<file path="src/hw/rtl/ltc_pkg.sv">
// ----------------------------------------------------------------------------
// ltc_pkg
// Shared types, widths and helpers for the LRU tag cache.
// ----------------------------------------------------------------------------
package ltc_pkg;

   localparam int NUM_ENTRIES_DEF = 16;
   localparam int KEY_W           = 32;
   localparam int HANDLE_W        = 32;
   localparam int STAMP_W         = 32;

   typedef enum logic [2:0] {
      OP_ZERO,
      OP_LOOKUP_HIT,
      OP_INSERT_HIT,
      OP_FILL,
      OP_EVICT
   } op_type;

   typedef struct packed {
      op_type                op;
      logic [KEY_W-1:0]      key;
      logic [HANDLE_W-1:0]   handle;
   } cmd_type;

   typedef struct packed {
      logic                  done;
      logic                  key_wr;
      logic [KEY_W-1:0]      key;
   } back_stat_type;

   function automatic int idx_width(input int n);
      return (n > 1) ? $clog2(n) : 1;
   endfunction

endpackage

</file>
<file path="src/hw/rtl/lru_tag_cache.sv">
// ----------------------------------------------------------------------------
// lru_tag_cache
// Fully associative key/handle cache with timestamp LRU replacement.
// ----------------------------------------------------------------------------
//   channel    | ports                                       | handshake
//   -----------+---------------------------------------------+-----------------
//   request    | req_type, req_key, req_handle               | start && !busy
//   response   | rsp_hit, rsp_data_out, rsp_evicted,         | rsp_strobe, one
//              | rsp_evicted_key                             | cycle, no stall
//
// One request at a time. Misses, null inserts, insert hits and fills are
// answered from the idle state, a lookup hit also waits for the registered
// handle read, and an evicting insert runs the victim scan, which reads one
// stamp per cycle from the stamp memory.
// Reset is synchronous; it empties the store through the fill count, with no
// clearing pass. busy is high during reset. Responses cannot be stalled.
// ----------------------------------------------------------------------------
module lru_tag_cache #(
   parameter int NUM_ENTRIES = ltc_pkg::NUM_ENTRIES_DEF
) (
   input  logic                          clock,
   input  logic                          reset,
   input  logic                          start,
   output logic                          busy,
   input  logic                          req_type,
   input  logic [ltc_pkg::KEY_W-1:0]     req_key,
   input  logic [ltc_pkg::HANDLE_W-1:0]  req_handle,
   output logic                          rsp_strobe,
   output logic                          rsp_hit,
   output logic [ltc_pkg::HANDLE_W-1:0]  rsp_data_out,
   output logic                          rsp_evicted,
   output logic [ltc_pkg::KEY_W-1:0]     rsp_evicted_key
);

   localparam int IDX_W = ltc_pkg::idx_width(NUM_ENTRIES);
   localparam int Q_W   = $bits(ltc_pkg::cmd_type) + IDX_W;

   ltc_pkg::back_stat_type stat;
   logic [IDX_W-1:0]       stat_idx;
   logic                   push;
   logic [Q_W-1:0]         push_data;
   logic                   pop;
   logic                   q_vld;
   logic [Q_W-1:0]         q_data;

   ltc_front #(
      .NUM_ENTRIES (NUM_ENTRIES)
   ) u_front (
      .clock      (clock),
      .reset      (reset),
      .start      (start),
      .busy       (busy),
      .req_type   (req_type),
      .req_key    (req_key),
      .req_handle (req_handle),
      .stat       (stat),
      .stat_idx   (stat_idx),
      .push       (push),
      .push_data  (push_data)
   );

   ltc_queue #(
      .WIDTH (Q_W)
   ) u_queue (
      .clock     (clock),
      .reset     (reset),
      .push      (push),
      .push_data (push_data),
      .pop       (pop),
      .q_vld     (q_vld),
      .q_data    (q_data)
   );

   ltc_back #(
      .NUM_ENTRIES (NUM_ENTRIES)
   ) u_back (
      .clock           (clock),
      .reset           (reset),
      .q_vld           (q_vld),
      .q_data          (q_data),
      .pop             (pop),
      .stat            (stat),
      .stat_idx        (stat_idx),
      .rsp_strobe      (rsp_strobe),
      .rsp_hit         (rsp_hit),
      .rsp_data_out    (rsp_data_out),
      .rsp_evicted     (rsp_evicted),
      .rsp_evicted_key (rsp_evicted_key)
   );

endmodule

</file>
<file path="src/hw/rtl/ltc_ram.sv">
// ----------------------------------------------------------------------------
// ltc_ram
// Generic simple dual-port RAM with one write port and a registered read.
// ----------------------------------------------------------------------------
module ltc_ram #(
   parameter int WIDTH = 32,
   parameter int DEPTH = 16
) (
   input  logic                                    clock,
   input  logic                                    wr_en,
   input  logic [ltc_pkg::idx_width(DEPTH)-1:0]    wr_addr,
   input  logic [WIDTH-1:0]                        wr_data,
   input  logic                                    rd_en,
   input  logic [ltc_pkg::idx_width(DEPTH)-1:0]    rd_addr,
   output logic [WIDTH-1:0]                        rd_data
);

   logic [WIDTH-1:0] mem_ff [DEPTH];
   logic [WIDTH-1:0] rd_data_ff;

   always_ff @(posedge clock) begin
      if (wr_en) begin
         mem_ff[wr_addr] <= wr_data;
      end
      if (rd_en) begin
         rd_data_ff <= mem_ff[rd_addr];
      end
   end

   assign rd_data = rd_data_ff;

endmodule

</file>
<file path="src/hw/rtl/ltc_queue.sv">
// ----------------------------------------------------------------------------
// ltc_queue
// Two-entry command queue between the classifier and the execution unit.
// ----------------------------------------------------------------------------
module ltc_queue #(
   parameter int WIDTH = 8
) (
   input  logic             clock,
   input  logic             reset,
   input  logic             push,
   input  logic [WIDTH-1:0] push_data,
   input  logic             pop,
   output logic             q_vld,
   output logic [WIDTH-1:0] q_data
);

   logic [WIDTH-1:0] data_ff [2];
   logic             wr_ptr_ff, wr_ptr_in;
   logic             rd_ptr_ff, rd_ptr_in;
   logic [1:0]       cnt_ff, cnt_in;
   logic             do_push, do_pop;

   assign do_push = push && (cnt_ff != 2'd2);
   assign do_pop  = pop && (cnt_ff != 2'd0);

   always_comb begin
      wr_ptr_in = do_push ? ~wr_ptr_ff : wr_ptr_ff;
      rd_ptr_in = do_pop ? ~rd_ptr_ff : rd_ptr_ff;
      cnt_in    = cnt_ff + {1'b0, do_push} - {1'b0, do_pop};
   end

   always_ff @(posedge clock) begin
      if (reset) begin
         wr_ptr_ff <= 1'b0;
         rd_ptr_ff <= 1'b0;
         cnt_ff    <= 2'd0;
      end else begin
         wr_ptr_ff <= wr_ptr_in;
         rd_ptr_ff <= rd_ptr_in;
         cnt_ff    <= cnt_in;
      end
   end

   always_ff @(posedge clock) begin
      if (do_push) begin
         data_ff[wr_ptr_ff] <= push_data;
      end
   end

   assign q_vld  = (cnt_ff != 2'd0);
   assign q_data = data_ff[rd_ptr_ff];

endmodule

</file>
<file path="src/hw/rtl/ltc_front.sv">
// ----------------------------------------------------------------------------
// ltc_front
// Request intake: key match cells, fill count and request classification.
// ----------------------------------------------------------------------------
module ltc_front #(
   parameter int NUM_ENTRIES = ltc_pkg::NUM_ENTRIES_DEF
) (
   input  logic                                          clock,
   input  logic                                          reset,
   input  logic                                          start,
   output logic                                          busy,
   input  logic                                          req_type,
   input  logic [ltc_pkg::KEY_W-1:0]                     req_key,
   input  logic [ltc_pkg::HANDLE_W-1:0]                  req_handle,
   input  ltc_pkg::back_stat_type                        stat,
   input  logic [ltc_pkg::idx_width(NUM_ENTRIES)-1:0]    stat_idx,
   output logic                                          push,
   output logic [$bits(ltc_pkg::cmd_type)+ltc_pkg::idx_width(NUM_ENTRIES)-1:0] push_data
);

   localparam int   IDX_W      = ltc_pkg::idx_width(NUM_ENTRIES);
   localparam int   CNT_W      = $clog2(NUM_ENTRIES + 1);
   localparam logic REQ_LOOKUP = 1'b0;
   localparam logic [ltc_pkg::HANDLE_W-1:0] HANDLE_NULL = '0;

   logic [ltc_pkg::KEY_W-1:0]    key_ff [NUM_ENTRIES];
   logic [CNT_W-1:0]             fill_ff, fill_in;
   logic                         busy_ff, busy_in;
   logic                         vld_ff;
   logic                         type_ff;
   logic [ltc_pkg::KEY_W-1:0]    req_key_ff;
   logic [ltc_pkg::HANDLE_W-1:0] req_handle_ff;
   logic                         accept;
   logic [NUM_ENTRIES-1:0]       match;
   logic                         hit_any;
   logic [IDX_W-1:0]             hit_idx;
   logic                         full;
   ltc_pkg::cmd_type             cmd;
   logic [IDX_W-1:0]             cmd_idx;
   logic                         fill_wr;

   assign accept = start && !busy_ff;

   always_comb begin
      for (int i = 0; i < NUM_ENTRIES; i++) begin
         match[i] = (CNT_W'(i) < fill_ff) && (key_ff[i] == req_key_ff);
      end
   end

   // keys are unique among occupied slots, so an OR encode is enough
   always_comb begin
      hit_idx = '0;
      for (int i = 0; i < NUM_ENTRIES; i++) begin
         if (match[i]) begin
            hit_idx = hit_idx | IDX_W'(i);
         end
      end
   end

   assign hit_any = |match;
   assign full    = (fill_ff == CNT_W'(NUM_ENTRIES));

   always_comb begin
      cmd.key    = req_key_ff;
      cmd.handle = req_handle_ff;
      cmd.op     = ltc_pkg::OP_ZERO;
      cmd_idx    = hit_idx;
      if (type_ff == REQ_LOOKUP) begin
         cmd.op = hit_any ? ltc_pkg::OP_LOOKUP_HIT : ltc_pkg::OP_ZERO;
      end else if (req_handle_ff == HANDLE_NULL) begin
         cmd.op = ltc_pkg::OP_ZERO;
      end else if (hit_any) begin
         cmd.op = ltc_pkg::OP_INSERT_HIT;
      end else if (!full) begin
         cmd.op  = ltc_pkg::OP_FILL;
         cmd_idx = fill_ff[IDX_W-1:0];
      end else begin
         cmd.op  = ltc_pkg::OP_EVICT;
         cmd_idx = '0;
      end
   end

   assign fill_wr = vld_ff && (cmd.op == ltc_pkg::OP_FILL);

   always_comb begin
      fill_in = fill_wr ? fill_ff + CNT_W'(1) : fill_ff;
      busy_in = busy_ff;
      if (accept) begin
         busy_in = 1'b1;
      end else if (stat.done) begin
         busy_in = 1'b0;
      end
   end

   always_ff @(posedge clock) begin
      if (reset) begin
         busy_ff <= 1'b0;
         vld_ff  <= 1'b0;
         fill_ff <= '0;
      end else begin
         busy_ff <= busy_in;
         vld_ff  <= accept;
         fill_ff <= fill_in;
      end
   end

   always_ff @(posedge clock) begin
      if (accept) begin
         type_ff       <= req_type;
         req_key_ff    <= req_key;
         req_handle_ff <= req_handle;
      end
      if (fill_wr) begin
         key_ff[fill_ff[IDX_W-1:0]] <= req_key_ff;
      end else if (stat.key_wr) begin
         key_ff[stat_idx] <= stat.key;
      end
   end

   assign busy      = busy_ff || reset;
   assign push      = vld_ff;
   assign push_data = {cmd, cmd_idx};

endmodule

</file>
<file path="src/hw/rtl/ltc_back.sv">
// ----------------------------------------------------------------------------
// ltc_back
// Execution unit: handle and stamp memories, access clock, LRU victim scan
// and response register.
// ----------------------------------------------------------------------------
module ltc_back #(
   parameter int NUM_ENTRIES = ltc_pkg::NUM_ENTRIES_DEF
) (
   input  logic                                          clock,
   input  logic                                          reset,
   input  logic                                          q_vld,
   input  logic [$bits(ltc_pkg::cmd_type)+ltc_pkg::idx_width(NUM_ENTRIES)-1:0] q_data,
   output logic                                          pop,
   output ltc_pkg::back_stat_type                        stat,
   output logic [ltc_pkg::idx_width(NUM_ENTRIES)-1:0]    stat_idx,
   output logic                                          rsp_strobe,
   output logic                                          rsp_hit,
   output logic [ltc_pkg::HANDLE_W-1:0]                  rsp_data_out,
   output logic                                          rsp_evicted,
   output logic [ltc_pkg::KEY_W-1:0]                     rsp_evicted_key
);

   localparam int IDX_W = ltc_pkg::idx_width(NUM_ENTRIES);
   localparam int KH_W  = ltc_pkg::KEY_W + ltc_pkg::HANDLE_W;

   typedef enum logic [4:0] {
      ST_IDLE    = 5'b00001,
      ST_LOOKUP  = 5'b00010,
      ST_SCAN    = 5'b00100,
      ST_DRAIN   = 5'b01000,
      ST_REPLACE = 5'b10000
   } state_type;

   state_type                     state_ff, state_in;
   ltc_pkg::cmd_type              q_cmd;
   logic [IDX_W-1:0]              q_idx;
   ltc_pkg::cmd_type              cmd_ff, cmd_in;
   logic [ltc_pkg::STAMP_W-1:0]   clock_ff, clock_in, next_stamp;
   logic [IDX_W-1:0]              scan_ff, scan_in;
   logic                          scan_vld_ff;
   logic [IDX_W-1:0]              scan_idx_ff;
   logic [ltc_pkg::STAMP_W-1:0]   best_stamp_ff;
   logic [IDX_W-1:0]              best_idx_ff;
   logic [ltc_pkg::KEY_W-1:0]     best_key_ff;

   logic                          rsp_strobe_ff, rsp_strobe_in;
   logic                          rsp_hit_ff, rsp_hit_in;
   logic [ltc_pkg::HANDLE_W-1:0]  rsp_data_ff, rsp_data_in;
   logic                          rsp_ev_ff, rsp_ev_in;
   logic [ltc_pkg::KEY_W-1:0]     rsp_ev_key_ff, rsp_ev_key_in;

   logic                          kh_wr_en;
   logic [IDX_W-1:0]              kh_wr_addr;
   logic [KH_W-1:0]               kh_wr_data;
   logic                          kh_rd_en;
   logic [IDX_W-1:0]              kh_rd_addr;
   logic [KH_W-1:0]               kh_rd_data;
   logic                          st_wr_en;
   logic [IDX_W-1:0]              st_wr_addr;
   logic                          st_rd_en;
   logic [ltc_pkg::STAMP_W-1:0]   st_rd_data;
   logic                          key_wr;

   assign {q_cmd, q_idx} = q_data;
   assign next_stamp     = clock_ff + ltc_pkg::STAMP_W'(1);

   always_comb begin
      state_in      = state_ff;
      cmd_in        = cmd_ff;
      clock_in      = clock_ff;
      scan_in       = scan_ff;
      pop           = 1'b0;
      key_wr        = 1'b0;
      rsp_strobe_in = 1'b0;
      rsp_hit_in    = 1'b0;
      rsp_data_in   = '0;
      rsp_ev_in     = 1'b0;
      rsp_ev_key_in = '0;
      kh_wr_en      = 1'b0;
      kh_wr_addr    = q_idx;
      kh_wr_data    = {q_cmd.key, q_cmd.handle};
      kh_rd_en      = 1'b0;
      kh_rd_addr    = scan_ff;
      st_wr_en      = 1'b0;
      st_wr_addr    = q_idx;
      st_rd_en      = 1'b0;
      unique case (state_ff)
         ST_IDLE: begin
            kh_rd_addr = q_idx;
            if (q_vld) begin
               pop = 1'b1;
               case (q_cmd.op)
                  ltc_pkg::OP_LOOKUP_HIT: begin
                     st_wr_en = 1'b1;
                     clock_in = next_stamp;
                     kh_rd_en = 1'b1;
                     state_in = ST_LOOKUP;
                  end
                  ltc_pkg::OP_INSERT_HIT: begin
                     st_wr_en      = 1'b1;
                     clock_in      = next_stamp;
                     rsp_strobe_in = 1'b1;
                     rsp_hit_in    = 1'b1;
                  end
                  ltc_pkg::OP_FILL: begin
                     st_wr_en      = 1'b1;
                     kh_wr_en      = 1'b1;
                     clock_in      = next_stamp;
                     rsp_strobe_in = 1'b1;
                  end
                  ltc_pkg::OP_EVICT: begin
                     cmd_in   = q_cmd;
                     scan_in  = '0;
                     state_in = ST_SCAN;
                  end
                  default: begin
                     rsp_strobe_in = 1'b1;
                  end
               endcase
            end
         end
         ST_LOOKUP: begin
            rsp_strobe_in = 1'b1;
            rsp_hit_in    = 1'b1;
            rsp_data_in   = kh_rd_data[ltc_pkg::HANDLE_W-1:0];
            state_in      = ST_IDLE;
         end
         ST_SCAN: begin
            kh_rd_en = 1'b1;
            st_rd_en = 1'b1;
            scan_in  = scan_ff + IDX_W'(1);
            if (scan_ff == IDX_W'(NUM_ENTRIES - 1)) begin
               state_in = ST_DRAIN;
            end
         end
         ST_DRAIN: begin
            state_in = ST_REPLACE;
         end
         ST_REPLACE: begin
            kh_wr_en      = 1'b1;
            kh_wr_addr    = best_idx_ff;
            kh_wr_data    = {cmd_ff.key, cmd_ff.handle};
            st_wr_en      = 1'b1;
            st_wr_addr    = best_idx_ff;
            clock_in      = next_stamp;
            key_wr        = 1'b1;
            rsp_strobe_in = 1'b1;
            rsp_ev_in     = 1'b1;
            rsp_ev_key_in = best_key_ff;
            state_in      = ST_IDLE;
         end
         default: begin
            state_in = ST_IDLE;
         end
      endcase
   end

   always_ff @(posedge clock) begin
      if (reset) begin
         state_ff      <= ST_IDLE;
         clock_ff      <= '0;
         scan_vld_ff   <= 1'b0;
         rsp_strobe_ff <= 1'b0;
      end else begin
         state_ff      <= state_in;
         clock_ff      <= clock_in;
         scan_vld_ff   <= (state_ff == ST_SCAN);
         rsp_strobe_ff <= rsp_strobe_in;
      end
   end

   // keep the first slot, then take a strictly smaller stamp
   always_ff @(posedge clock) begin
      cmd_ff        <= cmd_in;
      scan_ff       <= scan_in;
      scan_idx_ff   <= scan_ff;
      rsp_hit_ff    <= rsp_hit_in;
      rsp_data_ff   <= rsp_data_in;
      rsp_ev_ff     <= rsp_ev_in;
      rsp_ev_key_ff <= rsp_ev_key_in;
      if (scan_vld_ff && ((scan_idx_ff == '0) || (st_rd_data < best_stamp_ff))) begin
         best_stamp_ff <= st_rd_data;
         best_idx_ff   <= scan_idx_ff;
         best_key_ff   <= kh_rd_data[KH_W-1:ltc_pkg::HANDLE_W];
      end
   end

   ltc_ram #(
      .WIDTH (KH_W),
      .DEPTH (NUM_ENTRIES)
   ) u_kh_ram (
      .clock   (clock),
      .wr_en   (kh_wr_en),
      .wr_addr (kh_wr_addr),
      .wr_data (kh_wr_data),
      .rd_en   (kh_rd_en),
      .rd_addr (kh_rd_addr),
      .rd_data (kh_rd_data)
   );

   ltc_ram #(
      .WIDTH (ltc_pkg::STAMP_W),
      .DEPTH (NUM_ENTRIES)
   ) u_stamp_ram (
      .clock   (clock),
      .wr_en   (st_wr_en),
      .wr_addr (st_wr_addr),
      .wr_data (next_stamp),
      .rd_en   (st_rd_en),
      .rd_addr (scan_ff),
      .rd_data (st_rd_data)
   );

   assign stat.done   = rsp_strobe_in;
   assign stat.key_wr = key_wr;
   assign stat.key    = cmd_ff.key;
   assign stat_idx    = best_idx_ff;

   assign rsp_strobe      = rsp_strobe_ff;
   assign rsp_hit         = rsp_hit_ff;
   assign rsp_data_out    = rsp_data_ff;
   assign rsp_evicted     = rsp_ev_ff;
   assign rsp_evicted_key = rsp_ev_key_ff;

endmodule

</file>
<file path="config.mk">
export PLATFORM = sky130hd
export DESIGN_NAME = lru_tag_cache
export DESIGN_NICKNAME = d
export VERILOG_FILES = /design/src/hw/rtl/ltc_pkg.sv /design/src/hw/rtl/lru_tag_cache.sv /design/src/hw/rtl/ltc_ram.sv /design/src/hw/rtl/ltc_queue.sv /design/src/hw/rtl/ltc_front.sv /design/src/hw/rtl/ltc_back.sv
export SDC_FILE = /design/constraint.sdc
export NUM_CORES = 2
export LEC_CHECK = 0
export BUFFER_PORTS_ARGS = -buffer_cell sky130_fd_sc_hd__buf_2
export CAP_MARGIN = 10
export CORE_MARGIN = 4
export CORE_UTILIZATION = 45
export CTS_CLUSTER_DIAMETER = 40
export DETAILED_ROUTE_END_ITERATION = 10
export GPL_TIMING_DRIVEN = 0
export PLACE_DENSITY_LB_ADDON = 0.2
export SETUP_SLACK_MARGIN = 0.2
export SYNTH_ARGS = -nofsm -noshare
export SYNTH_HDL_FRONTEND = slang
export SYNTH_SLANG_ARGS = --single-unit
</file>
<file path="constraint.sdc">
create_clock -name clock -period 13.6 [get_ports clock]
set_input_delay 0.68 -clock clock [delete_from_list [all_inputs] [get_ports clock]]
set_output_delay 0.68 -clock clock [all_outputs]
set_load 0.01 [all_outputs]
</file>
---- Word-level counts from Yosys, hierarchy flattened ----
Memories as Yosys holds them, arrays and structs flattened. A register that Yosys moved wholly into a read port is not among the register bits.
Index checks and enable logic that the tools add are counted.
storage, ports and cells
  ROM bits ................................ 0
  bits in writable memories ............... 2190
  output and inout port bits .............. 68
  bits of input ports ..................... 68
  bits in registers ....................... 321
  latch bits .............................. 0
  word-level logic and storage cells ...... 199
  memories kept ........................... 4
operators by class
  shift operators ......................... 0
  bitwise logic cells ..................... 2
  mux-type cells .......................... 74
  equal/unequal tests ..................... 34
  add/sub/neg operators ................... 5
  magnitude comparators ................... 17
  reduce and logical (&&, ||, !) cells .... 39
  divide/modulo/power cells ............... 0
  multipliers ............................. 0
memories
  name                       depth  width  read ports  clocked after memory_dff  wr ports  RTL line         source
  u_back.u_kh_ram.mem_ff     16     64     1           1                         1         ltc_ram.sv:18    logic [WIDTH-1:0] mem_ff [DEPTH];
  u_back.u_stamp_ram.mem_ff  16     32     1           1                         1         ltc_ram.sv:18
  u_front.key_ff             16     32     16          0                         1         ltc_front.sv:26  logic [ltc_pkg::KEY_W-1:0] key_ff [NUM_ENTRIES];
  u_queue.data_ff            2      71     1           1                         1         ltc_queue.sv:17  logic [WIDTH-1:0] data_ff [2];
operators with widths
  operator               number
  $eq 32x32->1           16
  $mux 32                3
  $mux 4                 17
  $mux 64                1
  $pmux 32 s2            1
  $lt 4x5->1 const A     8
  $add 32x1->32 const B  1
  $logic_not 32->1       1
  $lt 32x32->1           1
  $mux 1                 32
  $reduce_or 32->1       1
  $mux 3                 8
  $logic_and 1x1->1      21
  $lt 3x5->1 const A     4
  $reduce_or 16->1       1
  $pmux 5 s3             1
  $reduce_and 3->1       4
  $eq 5x5->1 const B     2
  $lt 1x5->1 const A     2
  $lt 2x5->1 const A     2
  $mux 5                 2
  $pmux 1 s2             5
  $pmux 5 s2             1
  $eq 3x2->1 const B     3
  other kinds (23)       33

---- Logic depth before layout (Yosys ltp) ----
An unclocked memory read counts as a cell.
  depth in word-level cells ............... 21
  depth in mapped cells ................... 12
  mapped depth without buffers ............ 10

---- By module ----
From an unflattened synthesis, not the netlist that was laid out.
unflattened totals
  cells, all modules ...................... 5100
  area, all modules ....................... 101925.3 um^2
modules (own cells, without submodules)
  module                         cells an instance  sequential area each (um^2)  times used  area an instance (um^2)
  ltc_ram at u_back.u_kh_ram     1647               32671.3                      1           40222.3
  ltc_front                      1555               17466.8                      1           25604.6
  ltc_ram at u_back.u_stamp_ram  838                16335.7                      1           20174.3
  ltc_back                       814                6266.0                       1           10209.8
  ltc_queue                      246                4364.2                       1           5714.2

---- Worst setup path before layout ----
Ideal clock, no wire load.
  path kind ............................... register to register
  start ................................... reg with a tool-made name
  end ..................................... reg u_back.scan_ff[0], enable pin
  setup time .............................. 328 ps
  required time ........................... 13272 ps
  arrival ................................. 8209 ps
  buffers on the path ..................... 1
  path slack .............................. 5063 ps
  period minus slack after synthesis ...... 8537 ps
  stages on the path, launching flop included .. 6
  cell sequence ........................... dfxtp_1 clkbuf_1 mux2_2 or2_2 nor4_1 or2_2
RTL lines
  item                  RTL line         source
  end signal, assigned  ltc_back.sv:175  scan_ff <= scan_in;
  end, declared         ltc_back.sv:39   logic [IDX_W-1:0] scan_ff, scan_in;

---- Worst setup path after layout ----
  start ................................... reg u_back.state_ff[4]
  end ..................................... mem u_back.u_stamp_ram.mem_ff[2][16], in the netlist u_back.u_stamp_ram.mem_ff[1][16], enable pin
on the way
  cells in the longest elaborated chain, start to end .. 4
  elaborated cells between the ends (all ways) .. 6
  those cells by class .................... 2 x eq/ne; 4 x mux
RTL lines
  item                                             RTL line         source
  start, declared                                  ltc_back.sv:34   state_type state_ff, state_in;
  start signal, assigned                           ltc_back.sv:165  state_ff <= state_in;
  $eq 5x5->1 / $eq 5x1->1 (equally long branches)  ltc_back.sv:87   unique case (state_ff)
  $pmux 1 s2                                       ltc_back.sv:87
  $mux 1                                           ltc_ram.sv:22    if (wr_en) begin
  $mux 1 (not written as such)                     ltc_ram.sv:23    mem_ff[wr_addr] <= wr_data;
  end, declared                                    ltc_ram.sv:18
Parallel ways exist; a longest one is shown, timed or not.

==> results.json <==
{
  "core_area_um2": 223000,
  "first_global_vias": 51400,
  "place_congestion": 0.838,
  "dieArea_um2": 232000,
  "p_int_w": 0.0169,
  "grt_max_degree": 59,
  "clock_skew_ns": 0.0858,
  "ys_warn_count": 0,
  "hold_viol_final": 0,
  "gr-usage-met3": 0.0371,
  "fin_crit_ns": 5.29,
  "die_w_um": 482,
  "antenna_found_initial": 15,
  "htree_num_levels": 5,
  "crit_chain": "nor3_1 > nand3_1 > nor2_1 > a31o_2 > buf_2 > buf_1 > nand3_1 > nor2_4 > buf_12",
  "cpMaxStageDelayCell": "buf_1",
  "tightest_slew_ns": 1.31,
  "firstDrtPassIters": 5,
  "cp_slowest_stage_delay_ns": 0.79,
  "placedCellCount": 8248,
  "clkPwrFrac": 0.421,
  "pin_count": 136,
  "switching_share": 0.265,
  "cp.arrival_ns": 5.92,
  "viasPerCell": 5.64,
  "combinationalPowerShare": 0.173,
  "worst-setup-path-type": "reg -> reg",
  "drv_cap": 0,
  "final_area_um2": 121000,
  "fillers": 17100,
  "grtUsageTotal": 0.227,
  "drc_errors": 0,
  "synth_cells": 5036,
  "grt_setup_unrepaired": "false",
  "clkSlewWorstSetupHoldPaths_ns": 0.06,
  "outcome": "complete, no violations",
  "die_h_um": 482,
  "setup_viol": 0,
  "pre_cts_ws_ns": 8.41,
  "yosysSeqAreaShare": 0.763,
  "synth_area_per_cell_um2": 20.1,
  "fin_setup_tns_ns": 0,
  "ir_drop_v": 0.000112,
  "critical_path_required_ns": 14.22,
  "grt_pass1_wl_mm": 376,
  "numPortBuffers": 134,
  "nets": 5836,
  "r2r_slack_ns": 8.31,
  "synth_area_um2": 101000,
  "max_freq_ghz": 0.189,
  "dominantRegCellSynth": "edfxtp_1",
  "clk_latency_ns": 0.97,
  "power_density_nw_per_um2": 190,
  "path_max_fanout": 17,
  "grt_use_met1": 0.323,
  "fp-row-count": 173,
  "ctsRootBufferMaster": "clkbuf_16",
  "drt_iter0_markers": 5645,
  "grtUsageMet2": 0.360,
  "final.setup.worst_slack_ns": 8.31,
  "cts.path.max_buffers": 4,
  "fin_cells": 9009,
  "fin_crit_sh": 0.389,
  "syn_to_final_growth_pct": 20.0,
  "placed_area_um2": 108000,
  "min_path_type": "in -> reg",
  "cp-end-kind": "flop",
  "slew_viol_final": 0,
  "yosysUniqueCellTypes": 61,
  "routed_wl_mm": 263,
  "vias": 50900,
  "drive_gt1_frac": 0.270,
  "dp_hpwl_mm": 165,
  "path_delay_family": "simple AND/OR/NAND/NOR gates",
  "async_reset_ff_frac": 0,
  "max_slew_margin": 0.118,
  "p_sw_w": 0.00609,
  "p_leak_nw": 39.7,
  "p_seq_frac": 0.406,
  "cp_common_cell": "nand3_1",
  "grt_overflow": 0,
  "synth_nets": 5141,
  "startpoint_type": "flop",
  "synth_edf_count": 2487,
  "detail_route.wl_per_cell_um": 29.2,
  "start_util": 0.454,
  "cts_made_buffers": 380,
  "cts_sinks": 2608,
  "ant_nets": 0,
  "top_usage_layer": "met2",
  "cts_tree": "yes",
  "path_buf_inv": 3,
  "ys_ff_latch": 2608
}
## through the flow
stage               hold WS (ns)  utilization  total power (W)
finish                     0.166        0.544           0.0230
global route               0.191        0.544           0.0238
CTS                        0.165        0.544           0.0232
detailed placement         0.370        0.484           0.0135
global placement           0.387        0.473           0.0134
floorplan                  0.346            -           0.0120
## path summary, 6_finish.rpt
check	from	endpoint	cells past startpoint
min	start	u_front.push	3
min reg2reg	u_back.u_kh_ram.rd_data[56]	u_back.best_key_ff[24]	0
max reg2reg	u_back.state_ff[4]	u_back.u_stamp_ram.mem_ff[1][16]	9
max	u_back.state_ff[4]	u_back.u_stamp_ram.mem_ff[1][16]	9
## metal layers
metal  part of all wire  wire length [µm]
met1               0.43            112000
met2               0.48            126000
met3              0.067             17600
met4              0.031              8100
met5           0.000049                13
## power by group through the flow
stage	registers [W]	clock network, W	logic [W]
6_report	0.00933	0.00968	0.00397
5_1_grt	0.00934	0.0102	0.00424
4_1_cts	0.00933	0.00981	0.00402
3_5_place_dp	0.00950	0	0.00399
3_3_place_gp	0.00953	0	0.00387
2_1_floorplan	0.00947	0	0.00257
## state kept, by name, indices dropped and copies added (netlist names), 32 cells and up, named ones only
| register | flops |
|---|---|
| u_back.best_key_ff | 32 |
| u_back.best_stamp_ff | 32 |
| u_back.clock_ff | 32 |
| u_back.cmd_ff | 32 |
| u_back.rsp_data_out | 32 |
| u_back.rsp_evicted_key | 32 |
| u_back.stat | 32 |
| u_back.u_kh_ram.mem_ff | 1024 |
| u_back.u_kh_ram.rd_data | 64 |
| u_back.u_stamp_ram.mem_ff | 512 |
| u_back.u_stamp_ram.rd_data | 32 |
| u_front.key_ff | 512 |
| u_front.req_handle_ff | 32 |
| u_front.req_key_ff | 32 |
| u_queue.data_ff | 142 |
## kinds of logic (layout without fill, tap and decap cells)
group	after synthesis	after routing	synth area share
AO/OA/AOI/OAI	214	214	0.0138
XOR/XNOR	570	570	0.0496
adder cells (fa/ha/maj)	37	37	0.00458
buffers and inverters	289	1281	0.0138
flip-flops	2608	2608	0.763
multiplexers	672	672	0.120
other	0	6	0
AND/OR/NAND/NOR	646	646	0.0346
## placed cells by master, fill, tap and decap left out, types with 76 or more instances in the layout
cell type	synthesis	layout
xor2_1	231	231
buf_2	61	197
xnor2_1	337	337
edfxtp_1	2487	2487
clkbuf_16	0	386
dfxtp_1	121	121
nor2_1	137	103
a21oi_1	86	85
mux4_2	416	416
nand4_1	91	91
nor2b_1	76	76
mux2_2	174	174
clkbuf_1	103	142
## layout make-up
type	count	area, µm²	share of cell area
Antenna cell	6	15.0	0.000124
Timing Repair Buffer	313	3430	0.0283
Clock buffer	429	9850	0.0813
Sequential cell	2608	77100	0.636
Clock inverter	250	2760	0.0228
Multi-Input combinational cell	2139	22900	0.189
Tap cell	2975	3720	0.0307
Inverter	49	186	0.00154
Buffer	240	1210	0.00999
## repair_timing
action                                 4_1_cts  5_1_grt
setup endpoints to repair                    0        0
hold buffers                                65        0
gates resized for setup                      0        0
endpoints found under the hold margin       65        0
setup buffers                                0        0
## cell usage after synthesis (37+ instances only)
library cell | number | area share
mux2i_1 | 79 | 0.0078
clkbuf_1 | 103 | 0.0038
ha_1 | 37 | 0.0046
inv_1 | 48 | 0.0018
nand4_1 | 91 | 0.0056
xnor2_1 | 337 | 0.029
buf_2 | 61 | 0.0030
xor2_1 | 231 | 0.020
nor2_1 | 137 | 0.0051
edfxtp_1 | 2487 | 0.74
a211oi_1 | 68 | 0.0051
nor2b_1 | 76 | 0.0047
mux4_2 | 416 | 0.093
buf_4 | 42 | 0.0031
nand3_1 | 43 | 0.0021
and2_1 | 68 | 0.0042
nand2_1 | 73 | 0.0027
nor4_1 | 63 | 0.0039
dfxtp_1 | 121 | 0.024
mux2_2 | 174 | 0.019
a21oi_1 | 86 | 0.0043
## worst min-delay path: cells and delay by family
kind | cells | cell delay [ns]
and+or+nand+nor | 2 | 0.26
buffers and inverters | 1 | 0.12
(Power assumes the default switching activity.)
